`config.mk`:
```
export PLATFORM = sky130hd
export DESIGN_NAME = top_partner_run_counter
export DESIGN_NICKNAME = d
export VERILOG_FILES = /design/src/hw/rtl/tprc_pkg.sv /design/src/hw/rtl/tprc_front.sv /design/src/hw/rtl/tprc_fifo.sv /design/src/hw/rtl/tprc_back.sv /design/src/hw/rtl/top_partner_run_counter.sv
export SDC_FILE = /design/constraint.sdc
export NUM_CORES = 2
export LEC_CHECK = 0
export ABC_AREA = 1
export BUFFER_PORTS_ARGS = -buffer_cell sky130_fd_sc_hd__buf_2
export CORE_UTILIZATION = 45
export CTS_BUF_LIST = sky130_fd_sc_hd__clkbuf_8 sky130_fd_sc_hd__clkbuf_16
export CTS_CLUSTER_DIAMETER = 40
export CTS_CLUSTER_SIZE = 10
export DETAILED_ROUTE_END_ITERATION = 16
export PLACE_DENSITY = 0.69
export SLEW_MARGIN = 25
export SYNTH_ARGS = -nofsm -noshare
export SYNTH_HDL_FRONTEND = slang
export SYNTH_SLANG_ARGS = --single-unit
```
`constraint.sdc`:
```
create_clock -name clk -period 18 [get_ports clk]
set_input_delay 3.6 -clock clk [delete_from_list [all_inputs] [get_ports clk]]
set_output_delay 3.6 -clock clk [all_outputs]
set_load 0.01 [all_outputs]
```
`src/hw/rtl/tprc_pkg.sv`:
```
// Shared types, sizes and helpers for the top partner run counter.
// No dependencies; every other file in hw/rtl imports this package.
package tprc_pkg;

  localparam int TOP_K        = 10;
  localparam int NODE_ID_BITS = 20;
  localparam int CNT_W        = 32;
  localparam int RANK_W       = 4;
  localparam int IDX_W        = (TOP_K > 1) ? $clog2(TOP_K) : 1;
  localparam int FIFO_DEPTH   = 4;
  localparam int FIFO_AW      = $clog2(FIFO_DEPTH);

  typedef logic [NODE_ID_BITS-1:0] id_t;
  typedef logic [CNT_W-1:0]        cnt_t;
  typedef logic [IDX_W-1:0]        idx_t;

  // one queue entry: a closed run to offer, and the final run on a source's last link
  typedef struct packed {
    logic close_v;
    id_t  close_id;
    cnt_t close_cnt;
    logic fin;
    id_t  fin_id;
    cnt_t fin_cnt;
    id_t  src;
    cnt_t total;
  } tprc_ofr_t;

  typedef enum logic [1:0] {
    B_TAKE,
    B_FIN,
    B_EMIT
  } back_state_t;

  function automatic cnt_t sat_inc(cnt_t v);
    return (&v) ? v : cnt_t'(v + 1'b1);
  endfunction

  // strict ranking: larger count first, larger id wins a tie
  function automatic logic better(cnt_t ca, id_t ia, cnt_t cb, id_t ib);
    return (ca != cb) ? (ca > cb) : (ia > ib);
  endfunction

endpackage

```
`src/hw/rtl/tprc_front.sv`:
```
// Front end: accepts link beats, counts runs and link totals per source.
// Pushes closed runs and source closures into the offer queue. Uses tprc_pkg.
module tprc_front
  import tprc_pkg::*;
(
  input  logic      clk,
  input  logic      rst_n,
  input  logic      in_valid,
  output logic      in_ready,
  input  id_t       in_src_id,
  input  id_t       in_dst_id,
  input  logic      in_last_of_source,
  input  logic      q_full,
  output logic      q_push,
  output tprc_ofr_t q_data
);

  id_t  rp_r,  rp_nxt;
  cnt_t len_r, len_nxt;
  cnt_t tot_r, tot_nxt;
  logic grp_r, grp_nxt;

  logic acc;
  id_t  cur_id;
  cnt_t cur_len;
  cnt_t cur_tot;
  logic close_v;

  assign in_ready = !q_full;
  assign acc      = in_valid && in_ready;

  always_comb begin
    close_v = 1'b0;
    if (!grp_r) begin
      cur_id  = in_dst_id;
      cur_len = cnt_t'(1);
      cur_tot = cnt_t'(1);
    end else begin
      cur_tot = sat_inc(tot_r);
      if (in_dst_id == rp_r) begin
        cur_id  = rp_r;
        cur_len = sat_inc(len_r);
      end else begin
        close_v = 1'b1;
        cur_id  = in_dst_id;
        cur_len = cnt_t'(1);
      end
    end

    q_data.close_v   = close_v;
    q_data.close_id  = rp_r;
    q_data.close_cnt = len_r;
    q_data.fin       = in_last_of_source;
    q_data.fin_id    = cur_id;
    q_data.fin_cnt   = cur_len;
    q_data.src       = in_src_id;
    q_data.total     = cur_tot;
    q_push           = acc && (close_v || in_last_of_source);

    rp_nxt  = rp_r;
    len_nxt = len_r;
    tot_nxt = tot_r;
    grp_nxt = grp_r;
    if (acc) begin
      if (in_last_of_source) begin
        rp_nxt  = '0;
        len_nxt = '0;
        tot_nxt = '0;
        grp_nxt = 1'b0;
      end else begin
        rp_nxt  = cur_id;
        len_nxt = cur_len;
        tot_nxt = cur_tot;
        grp_nxt = 1'b1;
      end
    end
  end

  always_ff @(posedge clk) begin
    if (!rst_n) begin
      rp_r  <= '0;
      len_r <= '0;
      tot_r <= '0;
      grp_r <= 1'b0;
    end else begin
      rp_r  <= rp_nxt;
      len_r <= len_nxt;
      tot_r <= tot_nxt;
      grp_r <= grp_nxt;
    end
  end

endmodule

```
`src/hw/rtl/tprc_fifo.sv`:
```
// Offer queue between front end and top list, FIFO_DEPTH entries.
// Entries are tprc_ofr_t from tprc_pkg.
module tprc_fifo
  import tprc_pkg::*;
(
  input  logic      clk,
  input  logic      rst_n,
  input  logic      push,
  input  tprc_ofr_t wr_data,
  input  logic      pop,
  output tprc_ofr_t rd_data,
  output logic      full,
  output logic      empty
);

  tprc_ofr_t mem [FIFO_DEPTH];

  logic [FIFO_AW-1:0] wp_r, wp_nxt;
  logic [FIFO_AW-1:0] rp_r, rp_nxt;
  logic [FIFO_AW:0]   cnt_r, cnt_nxt;
  logic               do_push;
  logic               do_pop;

  assign full    = (cnt_r == (FIFO_AW+1)'(FIFO_DEPTH));
  assign empty   = (cnt_r == '0);
  assign do_push = push && !full;
  assign do_pop  = pop && !empty;
  assign rd_data = mem[rp_r];

  always_comb begin
    wp_nxt  = do_push ? FIFO_AW'(wp_r + 1'b1) : wp_r;
    rp_nxt  = do_pop  ? FIFO_AW'(rp_r + 1'b1) : rp_r;
    cnt_nxt = cnt_r;
    if (do_push && !do_pop) begin
      cnt_nxt = (FIFO_AW+1)'(cnt_r + 1'b1);
    end else if (do_pop && !do_push) begin
      cnt_nxt = (FIFO_AW+1)'(cnt_r - 1'b1);
    end
  end

  always_ff @(posedge clk) begin
    if (!rst_n) begin
      wp_r  <= '0;
      rp_r  <= '0;
      cnt_r <= '0;
    end else begin
      wp_r  <= wp_nxt;
      rp_r  <= rp_nxt;
      cnt_r <= cnt_nxt;
    end
  end

  always_ff @(posedge clk) begin
    if (do_push) begin
      mem[wp_r] <= wr_data;
    end
  end

endmodule

```
`src/hw/rtl/tprc_back.sv`:
```
// Back end: holds the ranked top list, inserts one offered run per cycle in B_TAKE,
// and drains the list as result beats through an output register. Uses tprc_pkg.
module tprc_back
  import tprc_pkg::*;
(
  input  logic              clk,
  input  logic              rst_n,
  input  logic              q_empty,
  input  tprc_ofr_t         q_data,
  output logic              q_pop,
  output logic              out_valid,
  input  logic              out_ready,
  output id_t               out_src_node,
  output cnt_t              out_total_links,
  output logic [RANK_W-1:0] out_rank,
  output id_t               out_partner_node,
  output cnt_t              out_partner_count,
  output logic              out_last
);

  back_state_t state_r, state_nxt;

  id_t  ids_r  [TOP_K];
  cnt_t cnts_r [TOP_K];
  id_t  ids_nxt  [TOP_K];
  cnt_t cnts_nxt [TOP_K];

  id_t  fin_id_r;
  cnt_t fin_cnt_r;
  id_t  src_r;
  cnt_t tot_r;
  idx_t e_r, e_nxt;

  logic              ov_r, ov_nxt;
  id_t               o_src_r;
  cnt_t              o_tot_r;
  logic [RANK_W-1:0] o_rank_r;
  id_t               o_id_r;
  cnt_t              o_cnt_r;
  logic              o_last_r;

  logic             ins_v;
  id_t              ins_id;
  cnt_t             ins_cnt;
  logic             cap;
  logic             load;
  logic             clr;
  logic [TOP_K-1:0] beat;
  logic [TOP_K:0]   filled;
  logic [TOP_K-1:0] em_last;

  always_comb begin
    ins_v     = 1'b0;
    ins_id    = q_data.close_id;
    ins_cnt   = q_data.close_cnt;
    q_pop     = 1'b0;
    cap       = 1'b0;
    load      = 1'b0;
    clr       = 1'b0;
    e_nxt     = e_r;
    state_nxt = state_r;
    case (state_r)
      B_TAKE: begin
        if (!q_empty) begin
          q_pop = 1'b1;
          ins_v = q_data.close_v;
          if (q_data.fin) begin
            cap       = 1'b1;
            state_nxt = B_FIN;
          end
        end
      end
      B_FIN: begin
        ins_v     = 1'b1;
        ins_id    = fin_id_r;
        ins_cnt   = fin_cnt_r;
        e_nxt     = '0;
        state_nxt = B_EMIT;
      end
      B_EMIT: begin
        if (!ov_r || out_ready) begin
          load = 1'b1;
          if (em_last[e_r]) begin
            clr       = 1'b1;
            state_nxt = B_TAKE;
          end else begin
            e_nxt = idx_t'(e_r + 1'b1);
          end
        end
      end
      default: begin
        state_nxt = B_TAKE;
      end
    endcase
  end

  // insert: sorted list makes beat monotone, so each slot keeps, shifts or takes new
  always_comb begin
    filled[TOP_K] = 1'b0;
    for (int i = 0; i < TOP_K; i++) begin
      beat[i]   = (cnts_r[i] == '0) || better(ins_cnt, ins_id, cnts_r[i], ids_r[i]);
      filled[i] = (cnts_r[i] != '0);
    end
    for (int i = 0; i < TOP_K; i++) begin
      em_last[i]  = !filled[i+1];
      ids_nxt[i]  = ids_r[i];
      cnts_nxt[i] = cnts_r[i];
      if (clr) begin
        cnts_nxt[i] = '0;
      end else if (ins_v && beat[i]) begin
        if (i == 0) begin
          ids_nxt[i]  = ins_id;
          cnts_nxt[i] = ins_cnt;
        end else if (!beat[(i > 0) ? i-1 : 0]) begin
          ids_nxt[i]  = ins_id;
          cnts_nxt[i] = ins_cnt;
        end else begin
          ids_nxt[i]  = ids_r[(i > 0) ? i-1 : 0];
          cnts_nxt[i] = cnts_r[(i > 0) ? i-1 : 0];
        end
      end
    end
  end

  always_comb begin
    ov_nxt = ov_r;
    if (load) begin
      ov_nxt = 1'b1;
    end else if (out_ready) begin
      ov_nxt = 1'b0;
    end
  end

  always_ff @(posedge clk) begin
    if (!rst_n) begin
      state_r <= B_TAKE;
      e_r     <= '0;
      ov_r    <= 1'b0;
      for (int i = 0; i < TOP_K; i++) begin
        cnts_r[i] <= '0;
      end
    end else begin
      state_r <= state_nxt;
      e_r     <= e_nxt;
      ov_r    <= ov_nxt;
      for (int i = 0; i < TOP_K; i++) begin
        cnts_r[i] <= cnts_nxt[i];
      end
    end
  end

  always_ff @(posedge clk) begin
    for (int i = 0; i < TOP_K; i++) begin
      ids_r[i] <= ids_nxt[i];
    end
    if (cap) begin
      fin_id_r  <= q_data.fin_id;
      fin_cnt_r <= q_data.fin_cnt;
      src_r     <= q_data.src;
      tot_r     <= q_data.total;
    end
    if (load) begin
      o_src_r  <= src_r;
      o_tot_r  <= tot_r;
      o_rank_r <= RANK_W'(e_r);
      o_id_r   <= ids_r[e_r];
      o_cnt_r  <= cnts_r[e_r];
      o_last_r <= em_last[e_r];
    end
  end

  assign out_valid         = ov_r;
  assign out_src_node      = o_src_r;
  assign out_total_links   = o_tot_r;
  assign out_rank          = o_rank_r;
  assign out_partner_node  = o_id_r;
  assign out_partner_count = o_cnt_r;
  assign out_last          = o_last_r;

endmodule

```
`src/hw/rtl/top_partner_run_counter.sv`:
```
// Top level of the top partner run counter: front end, offer queue, top list.
// Depends on tprc_pkg, tprc_front, tprc_fifo and tprc_back.
//
//   channel   dir  handshake             payload
//   in_       in   in_valid / in_ready   src_id, dst_id, last_of_source
//   out_      out  out_valid / out_ready src_node, total_links, rank, partner_node,
//                                        partner_count, last
//
// One link beat is taken per cycle while the four-entry offer queue has room.
// The top list inserts one offered run per cycle in B_TAKE; a closing link then
// inserts its final run in B_FIN, and the result beats (up to TOP_K) are drained
// through the output register. The queue lets the front keep taking beats meanwhile.
// Reset (rst_n low, synchronous) empties the queue, the run state and the top list.
// Output stalls back up into the queue and then into in_ready.
module top_partner_run_counter
  import tprc_pkg::*;
(
  input  logic              clk,
  input  logic              rst_n,
  input  logic              in_valid,
  output logic              in_ready,
  input  id_t               in_src_id,
  input  id_t               in_dst_id,
  input  logic              in_last_of_source,
  output logic              out_valid,
  input  logic              out_ready,
  output id_t               out_src_node,
  output cnt_t              out_total_links,
  output logic [RANK_W-1:0] out_rank,
  output id_t               out_partner_node,
  output cnt_t              out_partner_count,
  output logic              out_last
);

  tprc_ofr_t wr_data;
  tprc_ofr_t rd_data;
  logic      push;
  logic      pop;
  logic      full;
  logic      empty;

  tprc_front u_front (
    .clk               (clk),
    .rst_n             (rst_n),
    .in_valid          (in_valid),
    .in_ready          (in_ready),
    .in_src_id         (in_src_id),
    .in_dst_id         (in_dst_id),
    .in_last_of_source (in_last_of_source),
    .q_full            (full),
    .q_push            (push),
    .q_data            (wr_data)
  );

  tprc_fifo u_fifo (
    .clk     (clk),
    .rst_n   (rst_n),
    .push    (push),
    .wr_data (wr_data),
    .pop     (pop),
    .rd_data (rd_data),
    .full    (full),
    .empty   (empty)
  );

  tprc_back u_back (
    .clk               (clk),
    .rst_n             (rst_n),
    .q_empty           (empty),
    .q_data            (rd_data),
    .q_pop             (pop),
    .out_valid         (out_valid),
    .out_ready         (out_ready),
    .out_src_node      (out_src_node),
    .out_total_links   (out_total_links),
    .out_rank          (out_rank),
    .out_partner_node  (out_partner_node),
    .out_partner_count (out_partner_count),
    .out_last          (out_last)
  );

endmodule

```
== Word-level counts from Yosys, hierarchy flattened ==
Memories as Yosys holds them, arrays and structs flattened. A register that Yosys moved wholly into a read port is not among the register bits.
Index checks and enable logic that the tools add are counted.

* Memory bits (writable): 1152
* Word-level logic and storage cells: 273
* Input bits: 45
* Bits in registers: 260
* Output and inout bits: 111
* Memories kept: 3

* Mux-type cells: 125
* Equality and inequality tests: 19
* Magnitude comparators: 21
* Reduce and logical (&&, ||, !) cells: 70
* Add/sub/neg operators: 7
* Bitwise gates (word level): 10

{| class="wikitable"
|+ Memory list
! name !! depth !! width !! read ports !! clocked after Yosys merged registers in !! wr ports !! line !! text
|-
| u_fifo.mem || 4 || 158 || 1 || 1 || 1 || tprc_fifo.sv:16 || <nowiki>tprc_ofr_t mem [FIFO_DEPTH];</nowiki>
|-
| u_back.cnts_r || 10 || 32 || 11 || 1 || 10 || tprc_back.sv:24 || <nowiki>cnt_t cnts_r [TOP_K];</nowiki>
|-
| u_back.ids_r || 10 || 20 || 11 || 1 || 10 || tprc_back.sv:23 || <nowiki>id_t ids_r [TOP_K];</nowiki>
|}

{| class="wikitable"
|+ Operator list
! operator !! count
|-
| 2-to-1 mux 32 bit || 47
|-
| 2-to-1 mux 20 bit || 33
|-
| greater-than comparator 32 bit || 10
|-
| zero test 32 bit || 10
|-
| != test 32 bit || 10
|-
| nonzero test 32 bit || 9
|-
| greater-than comparator 20 bit || 10
|-
| adder 32 x 1 -> 32 bit (second input constant) || 2
|-
| AND reduction 32 bit || 2
|-
| 2-to-1 mux 1 bit || 31
|-
| == test 20 bit || 1
|-
| logical AND 1 bit || 16
|-
| zero test 1 bit || 14
|-
| logical OR 1 bit || 12
|-
| 2-to-1 mux 2 bit || 6
|-
| OR 1 bit || 10
|-
| 2-to-1 mux 4 bit || 2
|-
| case mux 4 bit (2 select lines) || 1
|-
| 2-to-1 mux 3 bit || 2
|-
| != test 2 bit (second input constant) || 3
|-
| case mux 2 bit (3 select lines) || 1
|-
| nonzero test 2 bit || 3
|-
| < comparator 4 x 5 -> 1 bit (second input constant) || 1
|-
| adder 2 x 1 -> 2 bit (second input constant) || 2
|-
| 13 further kinds || 14
|}

== Longest topological paths before layout ==
* Depth in word-level cells: 10
* Gate-level depth with buffers: 25
* Depth with buffers taken out: 22

== Hierarchy ==
Synthesis repeated with hierarchy kept, for this count alone.

* Cells, all modules: 9459
* Area total of the unflattened synthesis: 79779.0 um^2

{| class="wikitable"
|+ Modules (own cells, without submodules)
! module !! seq. area each (um^2) !! area each (um^2) !! cells an instance !! times used
|-
| tprc_back || 18948.2 || 49528.8 || 6738 || 1
|-
| tprc_fifo || 19158.4 || 23886.7 || 1597 || 1
|-
| tprc_front || 1701.6 || 6363.6 || 1124 || 1
|}

== Worst setup path after synthesis ==
No wires, ideal clock.

* Path kind: input -> register
* Start: input port in_dst_id[19]
* End: memory u_fifo.mem[0][0] (netlist name), enable pin
* Setup slack: 6.126 ns
* Library setup time: 0.678 ns
* Data required time: 17.322 ns
* Buffers on the path: 0
* Stages on the path: 8
* Data arrival time: 11.196 ns
* Path through: or2_2 > o211ai_1 > nor3_1 > nand3_1 > nand2_1 > a21oi_1 > inv_1 > nor2_1

* Longest elaborated chain between the ends: 8

{| class="wikitable"
|+ Ends and longest elaborated chain
! item !! line !! text
|-
| from (decl) || top_partner_run_counter.sv:23 || <nowiki>input id_t in_dst_id,</nowiki>
|-
| == test 20 bit || tprc_front.sv:40 || <nowiki>if (in_dst_id == rp_r) begin</nowiki>
|-
| 2-to-1 mux 1 bit || tprc_front.sv:40 ||
|-
| 2-to-1 mux 1 bit || tprc_front.sv:34 || <nowiki>if (!grp_r) begin</nowiki>
|-
| logical OR 1 bit || tprc_front.sv:58 || <nowiki>q_push = acc && (close_v || in_last_of_source);</nowiki>
|-
| logical AND 1 bit || tprc_front.sv:58 ||
|-
| logical AND 1 bit || tprc_fifo.sv:26 || <nowiki>assign do_push = push && !full;</nowiki>
|-
| named net u_fifo.do_push || tprc_fifo.sv:21 || <nowiki>logic do_push;</nowiki>
|-
| 2-to-1 mux 1 bit || tprc_fifo.sv:54 || <nowiki>if (do_push) begin</nowiki>
|-
| 2-to-1 mux 1 bit (not written as such) || tprc_fifo.sv:55 || <nowiki>mem[wp_r] <= wr_data;</nowiki>
|-
| to (decl) || tprc_fifo.sv:16 ||
|}

The timed path passes the listed nets, and every way through them passes these cells.

==> metrics.txt <==
status complete, no violations; Synth Cell Area 0.0788 mm²; Max Cap Violations 0; total track usage 0.253; compound-cell area share of the yosys netlist 0.164; Tmin final 7.85 ns; Post-Synthesis Cells 8,970; clk sinks 1,466; reg2reg path depth 21; worst-margin pin slew 0.985 ns; Post-Synth XOR/XNOR Area 0.00344; Worst setup SP type register; CP max FO 85; setup bufs post-CTS 0; H-tree levels 4; number of distinct library cells after synthesis 61; relative slew slack 0.341; port bufs 155; share of cells above drive strength 1 0.0944; synthesized flop and latch total 1,466; HP Class reg -> reg; mux cell area share after synthesis 0; worst reg2reg setup slack 10.15 ns; number of enable flip-flop cells after synthesis 1,045; RSZ-0062 raised after global routing false; share of flip-flops with an asynchronous set or reset 0; Final Net Count 9,507; syn nets 9,547; synthesis warning total 0; Pins Over Slew Limit 0; Worst EP arrival 8.33 ns; Fin. Hold Viols 0; global-route wire length before repair 352,000 µm; row count 153; Residual DRC 0; ys flop type edfxtp_1; DR pass1 iterations 8; DR vias 64.5k; hold depth 0; Setup crit end u_back.ids_r[3][8]; initial antenna violation count 8; Worst Setup End Kind register; vias in the first global route 62.1k; Adder-Cell Fraction of Synth Area 0.0845; Setup TNS 0 ns; initial DRC count 6,278; worst r2r dst u_back.ids_r[3][8]; # IOs 156; Final period util 0.436; CTS tree yes; largest family of logic cells by synthesized area simple AND/OR/NAND/NOR gates; hold_sp u_back.tot_r[22]; largest net degree at the start of global routing 202; total gr overflow 0; Final ANT Viol Nets 0; die area 0.177 mm²; Routed wire per std cell 19.8 µm; Die W 421 µm; simple-gate share of the synthesized area 0.175; Via density 5.63; initial core utilization 0.453; Clock Tree Root clkbuf_16; area grow syn2layout 12.8%; FMAX 127 MHz; die height 421 µm; Max Clock Skew 0.100 ns; gpl congestion 0.965; Clock Latency Late Sink 0.92 ns; post-CTS sizing 0; CTS Hold Bufs 0; Bufs on Longest Clock Path 3; CTS clk-pin slew, worst paths 0.06 ns; total CTS buffers 221; Finish-stage setup viols 0; Seq/Total Area, Yosys 0.505; hpwl dp 152,000 µm; syn avg cell area 8.79 µm²; Setup CP Type reg -> reg; Critical Path RT 18.48 ns; core area 0.174 mm²; Routed WL 227,000 µm
layout by cell type, fill, tap and decap left out, drive strengths merged, types with 110 or more instances in the layout:
cell	instances
a21oi	900
buf	275
clkbuf	240
dfxtp	421
edfxtp	1045
ha	531
inv	803
nand2	1831
nand3	399
nor2	911
o21ai	1090
o22ai	110
sequential cells by signal, summed over array words and instances (netlist names), 32 cells and up, named ones only:
| signal | count |
|---|---|
| u_fifo.mem | 632 |
| u_back.cnts_r | 320 |
| u_back.ids_r | 200 |
| u_back.fin_cnt_r | 32 |
| u_back.out_partner_count | 32 |
| u_back.out_total_links | 32 |
| u_back.tot_r | 32 |
| u_front.len_r | 32 |
| u_front.tot_r | 32 |
stage by stage:
stage                     area, µm²  setup slack [ns]  hold slack (ns)  std cells   util
after floorplan               78800              6.13            0.400       8970      -
after global placement        81200             10.26            0.404      11030  0.467
after detailed placement      81200             10.15            0.407      11031  0.467
after CTS                     88900             10.07            0.396      11452  0.511
after global routing          88900              9.56            0.400      11455  0.511
final                         88900             10.15            0.413      11455  0.511
cell type report:
cell class / instances / area, µm²
Sequential cell: 1466 / 39800
Fill cell: 15575 / 85100
Antenna cell: 2 / 5.00
Clock inverter: 181 / 1850
Tap cell: 2325 / 2910
Multi-Input combinational cell: 6236 / 34000
Inverter: 730 / 2770
Clock buffer: 240 / 5800
Timing Repair Buffer: 275 / 1810
logic make-up after synthesis:
kind of cell | after synthesis
and+or+nand+nor | 3334
AOI/OAI and AO/OA | 2339
DFF | 1466
buffers and inverters | 1268
adders and majority gates | 532
xor gates and xnor gates | 31
layer usage:
| metal | vias to the layer above | global-route usage | routed length, µm |
|---|---|---|---|
| li1 | 31076 | - | - |
| met1 | 30607 | 0.330 | 95600 |
| met2 | 2381 | 0.423 | 107000 |
| met3 | 464 | 0.0379 | 15600 |
| met4 | 12 | 0.0978 | 7950 |
| met5 | - | 0 | 83 |
synth_stat cells (4+ instances only):
master / n / area, µm²
nand2_1: 1815 / 6810
edfxtp_1: 1045 / 31400
o21ai_0: 960 / 4800
nor2_1: 888 / 3330
a21oi_1: 868 / 4340
inv_1: 661 / 2480
ha_1: 531 / 6640
dfxtp_1: 421 / 8430
nand3_1: 395 / 1980
clkbuf_1: 280 / 1050
buf_2: 174 / 871
o21ai_1: 130 / 651
o22ai_1: 110 / 688
a221oi_1: 104 / 911
nand4_1: 76 / 475
inv_2: 62 / 233
a221o_1: 50 / 500
nor3_1: 41 / 205
a31oi_1: 33 / 206
buf_6: 28 / 315
buf_1: 27 / 101
a21oi_2: 25 / 219
nor4_1: 25 / 156
buf_4: 20 / 150
xor2_1: 20 / 175
a31oi_2: 19 / 238
o21a_1: 15 / 113
nor2_2: 13 / 81.3
nor3_2: 13 / 130
xnor2_1: 11 / 96.3
nor2_4: 10 / 113
nand2_2: 8 / 50.1
nand2_4: 8 / 90.1
or2_2: 8 / 50.1
a21oi_4: 7 / 114
nand3b_1: 7 / 52.6
nor4_2: 7 / 87.6
a21o_1: 6 / 45.0
o211ai_1: 6 / 45.0
and3_1: 4 / 25.0
clkbuf_2: 4 / 20.0
clkinv_1: 4 / 15.0
nand3_2: 4 / 40.0
worst max-delay path: stages (launching register included):
cell      delay, ns
dfxtp_4        0.66
buf_4          0.50
buf_4          0.65
buf_4          0.81
nor2_1         0.12
nor2_1         0.10
o21ai_0        0.11
a31oi_2        0.20
buf_4          0.34
ha_1           0.24
nand4_1        0.11
nor4_2         0.28
nand2_1        0.22
nor2_2         0.21
a21oi_4        0.07
buf_4          0.23
nand2_4        0.33
clkinv_2       0.74
nor2_4         0.26
buf_4          0.37
nand2_1        0.09
inv_1          0.54
worst min-delay path by stage:
stage	end	slack, ns
2_1_floorplan	u_back.out_src_node[0]	0.40
3_3_place_gp	u_back.out_total_links[21]	0.40
3_5_place_dp	u_back.out_total_links[27]	0.41
4_1_cts	u_back.out_total_links[22]	0.40
5_1_grt	u_back.out_total_links[22]	0.40
6_report	u_back.out_total_links[22]	0.41
Power is left out: the tool's default activity adds up to more than one toggle a clock period on the data nets, which glitch-free logic cannot reach.
